[config.mk]
export PLATFORM = sky130hd
export DESIGN_NAME = bbcr_front
export DESIGN_NICKNAME = d
export VERILOG_FILES = /design/src/rtl/bang_bang_clock_recovery_assert.svh /design/src/rtl/bbcr_pkg.sv /design/src/rtl/bbcr_front.sv
export SDC_FILE = /design/constraint.sdc
export NUM_CORES = 1
export LEC_CHECK = 0
export BUFFER_PORTS_ARGS = -buffer_cell sky130_fd_sc_hd__clkbuf_2
export CAP_MARGIN = 20
export CORE_ASPECT_RATIO = 0.6
export CORE_MARGIN = 2
export CORE_UTILIZATION = 40
export CTS_CLUSTER_DIAMETER = 60
export DETAILED_ROUTE_END_ITERATION = 8
export PLACE_DENSITY = 0.63
export SYNTH_ARGS = -nofsm -noshare
export SYNTH_HDL_FRONTEND = slang
export SYNTH_SLANG_ARGS = --single-unit
[constraint.sdc]
create_clock -name clk_i -period 7.5 [get_ports clk_i]
set_input_delay 1.5 -clock clk_i [delete_from_list [all_inputs] [get_ports clk_i]]
set_output_delay 1.5 -clock clk_i [all_outputs]
set_load 0.1 [all_outputs]
[src/rtl/bang_bang_clock_recovery_assert.svh]
// assertion macros for the clock recovery block
`ifndef BANG_BANG_CLOCK_RECOVERY_ASSERT_SVH
`define BANG_BANG_CLOCK_RECOVERY_ASSERT_SVH
// implication checked every clock outside reset
`define BBCR_ASSERT_IMP(lbl, ante, cons) \
  lbl: assert property (@(posedge clk_i) disable iff (!rst_ni) (ante) |-> (cons)) \
    else $error("assertion failed");
// next-cycle implication
`define BBCR_ASSERT_NEXT(lbl, ante, cons) \
  lbl: assert property (@(posedge clk_i) disable iff (!rst_ni) (ante) |=> (cons)) \
    else $error("assertion failed");
`endif

[src/rtl/bbcr_pkg.sv]
// shared types and constants for the clock recovery block
package bbcr_pkg;
  localparam int unsigned MaxUiPerEdge = 64;
  localparam int unsigned TimeFracBits = 8;
  localparam int unsigned QueueDepth = 2;

  typedef enum logic [1:0] {
    CfgNominalPeriod = 2'd0,
    CfgPeriodGain    = 2'd1,
    CfgPhaseGain     = 2'd2,
    CfgOutputOffset  = 2'd3
  } cfg_idx_e;

  typedef struct packed {
    logic [55:0] edge_time;
    logic        is_last;
  } in_item_t;

  typedef struct packed {
    logic [47:0] clock_time;
    logic [19:0] clock_period;
    logic        clock_level;
    logic        last_of_run;
    logic        overflow;
  } out_item_t;

  typedef struct packed {
    logic [1:0]  index;
    logic [31:0] data;
  } cfg_item_t;

  // scaled edge handed from front to back
  typedef struct packed {
    logic [63:0] t16;
    logic        is_last;
  } cmd_t;
endpackage

[src/rtl/bbcr_front.sv]
// front end: accepts edges, scales them and queues them for the nco
module bbcr_front #(
  parameter int unsigned TimeFracBits = bbcr_pkg::TimeFracBits,
  parameter int unsigned QueueDepth   = bbcr_pkg::QueueDepth
) (
  input  logic                clk_i,
  input  logic                rst_ni,
  input  bbcr_pkg::in_item_t  in_data_i,
  input  logic                in_valid_i,
  output logic                in_ready_o,
  output bbcr_pkg::cmd_t      cmd_o,
  output logic                cmd_valid_o,
  input  logic                cmd_ready_i
);
  localparam int unsigned AW = (QueueDepth > 1) ? $clog2(QueueDepth) : 1;
  localparam int unsigned FracGap = 16 - TimeFracBits;

  bbcr_pkg::cmd_t mem_q [QueueDepth];
  logic [AW-1:0] wr_q, rd_q;
  logic [AW:0]   cnt_q;
  logic          push, pop;
  bbcr_pkg::cmd_t cmd_in;

  assign in_ready_o  = (cnt_q != (AW+1)'(QueueDepth));
  assign cmd_valid_o = (cnt_q != '0);
  assign push = in_valid_i && in_ready_o;
  assign pop  = cmd_valid_o && cmd_ready_i;
  assign cmd_in.t16 = 64'(in_data_i.edge_time) << FracGap;
  assign cmd_in.is_last = in_data_i.is_last;
  assign cmd_o = mem_q[rd_q];

  always_ff @(posedge clk_i) begin
    if (push) begin
      mem_q[wr_q] <= cmd_in;
    end
  end

  always_ff @(posedge clk_i or negedge rst_ni) begin
    if (!rst_ni) begin
      wr_q <= '0;
      rd_q <= '0;
      cnt_q <= '0;
    end else begin
      if (push) begin
        wr_q <= (wr_q == AW'(QueueDepth-1)) ? '0 : wr_q + 1'b1;
      end
      if (pop) begin
        rd_q <= (rd_q == AW'(QueueDepth-1)) ? '0 : rd_q + 1'b1;
      end
      cnt_q <= cnt_q + (AW+1)'(push) - (AW+1)'(pop);
    end
  end
endmodule

# == Word level (Yosys, flattened, before mapping) ==
# Memory sizes are Yosys's and may differ from the RTL's.
# Cells that the tools add are included.
# classes
mux,4
add_sub_neg,4
n_reduce_logical,3
eq_ne,1
# ops
cell,n
$mux 1,4
$add 1x1->1 const B,2
$add 2x1->2,1
$logic_and 1x1->1,2
$ne 2x2->1 const B,1
$reduce_bool 2->1,1
$sub 2x1->2,1
# word_totals
mem_bits_rw,114
ff_bits,4
elab_cells,16
input_bits,61
mem_count,1
# mem_list
memory,depth,word_bits,read_ports,rd_ports_with_merged_regs,write_ports,line,rtl
mem_q,2,57,1,0,1,bbcr_front.sv:18,bbcr_pkg::cmd_t mem_q [QueueDepth];

# == Logic depth before layout (Yosys ltp) ==
# logic_depth
ltp_word,4
mapped_depth,5

# == Least setup slack after synthesis ==
# Ideal clock, no wire load.
# synth_timing
path_kind,input to register
startpoint,input port in_valid_i
endpoint,memory mem_q[0][0] (netlist name) (enable)
t_arrival_ps,4007
cell_stages,2
setup_slack_ps,3021
required_ps,7028
path_cell_list,nand2_1 nor2_1
# synth_via
elab_chain_cells,3
# synth_rtl
element,line,rtl
start: declaration,bbcr_front.sv:9,"input logic in_valid_i,"
$logic_and 1x1->1,bbcr_front.sv:26,assign push = in_valid_i && in_ready_o;
$mux 1,bbcr_front.sv:33,if (push) begin
$mux 1 (not written as such),bbcr_front.sv:34,mem_q[wr_q] <= cmd_in;
end: declaration,bbcr_front.sv:18,
# No other way between the ends.

==> summary.txt <==
Run status
  – Status: finished, final reports clean

Timing
  – Max frequency: 266 MHz
  – Relative slew slack: 40.9%
  – Fin crit period: 3.76 ns
  – Final Slew Violations: 0
  – Final setup fails: 0
  – Share of the cycle needed by the critical path after routing: 50.1%
  – Worst-Margin Slew: 0.886 ns
  – Clock skew: 0.00745 ns
  – Final Hold Viols: 0
  – Fin Setup TNS: 0 ns
  – RSZ-0062 raised after global routing: no
  – Post-route worst hold slack: 0.549 ns

Global routing
  – Global-route wire length before repair: 12000 um
  – Total congestion overflow: 0
  – Antenna violations before repair: 0
  – GRT Resource Usage Total: 13.7%
  – Number of global-route vias before repair: 2395
  – Largest net degree at the start of global routing: 59

Floorplan
  – Core ar.: 10700 sq um
  – Die width: 141 um
  – Num ports: 128
  – Height of the chip: 85.9 um
  – Initial Util: 41.6%
  – Site Rows: 29
  – Die ar.: 12100 sq um

Synth
  – Seq/Total Area, Yosys: 78.8%
  – Most frequent cells after synthesis: edfxtp_1 (114), mux2_2 (37), mux2_4 (20), buf_4 (8), dfrtp_1 (4)
  – Yosys top cell by area: edfxtp_1
  – Ys Warns: 0
  – Number of synthesized flops with an enable pin: 114
  – Post-synthesis cell count: 208
  – Syn_area_per_cell: 21.5 sq um
  – Area share of the largest cell type after synthesis: 76.6%
  – Register bit total from synthesis: 118
  – Top_reg_cell synth: edfxtp_1
  – Post-synth design cell area: 4470 sq um
  – Cell with the most instances after synthesis: edfxtp_1
  – Async set-reset flop share out of synthesis: 3.39%
  – Synth cell types: 21
  – Synth area leaders: edfxtp_1 (77%), mux2_2 (9.3%), mux2_4 (6.7%)

Clock network
  – TritonCTS buffer count: 17
  – CTS max path bufs: 2
  – Cts hold-fix bufs: 0
  – Setup bufs post-CTS: 0
  – Worst-Skew Late Latency: 0.40 ns
  – Root Buffer: clkbuf_16
  – Sink Count: 118
  – Resized Gates After CTS: 0
  – H-Tree Depth: 4
  – TritonCTS clock tree: yes
  – Clock transition at path regs: 0.05 ns

Critical path
  – WS Path Type: reg -> out
  – Critical R2R Launch: cnt_q[0]
  – Reg-to-reg endpoint: mem_q[0][36]
  – Startpoint types: register
  – CP max FO: 58
  – Worst setup EP type: output pin
  – Reg2reg path depth: 4
  – R2R setup slack: 5.65 ns
  – Crit path arrival time: 2.26 ns
  – Worst EP required: 6.00 ns

Min path
  – Worst Hold Depth: 1
  – WHS Endpoint: wr_q
  – Hold Crit Class: reg -> reg
  – HP Start: wr_q

Final layout
  – Fraction of layout cells with a size suffix above 1: 59.0%
  – Count of non-filler cells in the finished layout: 493
  – Area growth from synthesis to layout: 27.7%
  – Post-route cell area: 5710 sq um
  – N_diodes: 0
  – Nets: 404

Route
  – Drt wl/cell: 15.8 um
  – DRT Pass-1 Iters: 6
  – Drt first-iter violations: 134
  – Vias per cell: 4.65
  – Vias: 2290
  – Antenna-violating nets left: 0
  – DRC viols: 0
  – Final WL: 7800 um

Place
  – Post-DP Area: 5190 sq um
  – Routability cong.: 0.731
  – Hpwl dp: 4930 um
  – IO Port Bufs: 119
  – Dpl cells: 462

Run
  – Max-Cap Viols: 0
==> metrics by stage <==
stage | util, % | setup WS [ns]
after floorplan | - | 3.02
after global placement | 48.3 | 4.15
after detailed placement | 48.3 | 4.13
after CTS | 53.2 | 3.70
after global routing | 53.2 | 3.63
final | 53.2 | 3.74
==> worst max-delay path: stages (launching register included) <==
cell      delay [ns]
dfrtp_2         0.33
buf_4           0.67
mux2_2          0.44
clkbuf_2        0.37
==> how the worst max path moves through the flow <==
stage | from | end
finish | rd_q | cmd_o[60]
global route | rd_q | cmd_o[44]
CTS | rd_q | cmd_o[44]
detailed placement | rd_q | cmd_o[44]
global placement | rd_q | cmd_o[54]
floorplan | in_valid_i | mem_q[0][0]
==> placed cells by master (no fill, tap or decap), types with 2 or more instances in the layout <==
cell	instances
buf_4	3
mux2_2	37
nand2_1	2
nor2_1	2
clkinv_1	4
conb_1	8
clkbuf_16	17
xnor2_1	3
edfxtp_1	114
mux2_4	20
clkbuf_2	119
clkinv_2	6
dfrtp_1	3
==> cell type report <==
type | count | area (sq um)
repair buffers | 122 | 618
fillers | 890 | 5030
multi-input cells | 83 | 875
clock inverters | 13 | 91.3
flip-flops and latches | 118 | 3520
clock buffers | 18 | 429
well taps | 139 | 174
==> kinds of logic after synthesis <==
| group | share of synthesized area [%] |
|---|---|
| DFF | 78.8 |
| muxes | 16.0 |
| buffers and inverters | 2.43 |
| and+or+nand+nor | 1.09 |
| AOI/OAI and AO/OA | 0.699 |
| xor gates and xnor gates | 0.588 |
| adders and majority gates | 0.280 |
| other | 0.0839 |
==> per-layer routing <==
layer,global-route usage (%),wire length [um]
met2,20.0,3510
met3,6.53,628
met1,17.6,3640
met5,0,0
met4,6.00,26
==> flip-flops by register name, summed over array words and instances, names as in the netlist <==
| register | flops |
|---|---|
| mem_q | 114 |
| wr_q | 1 |
| cnt_q | 2 |
| rd_q | 1 |
Power is not shown: default switching activity piles up to over one toggle a cycle in this logic, so the estimate is an artifact.
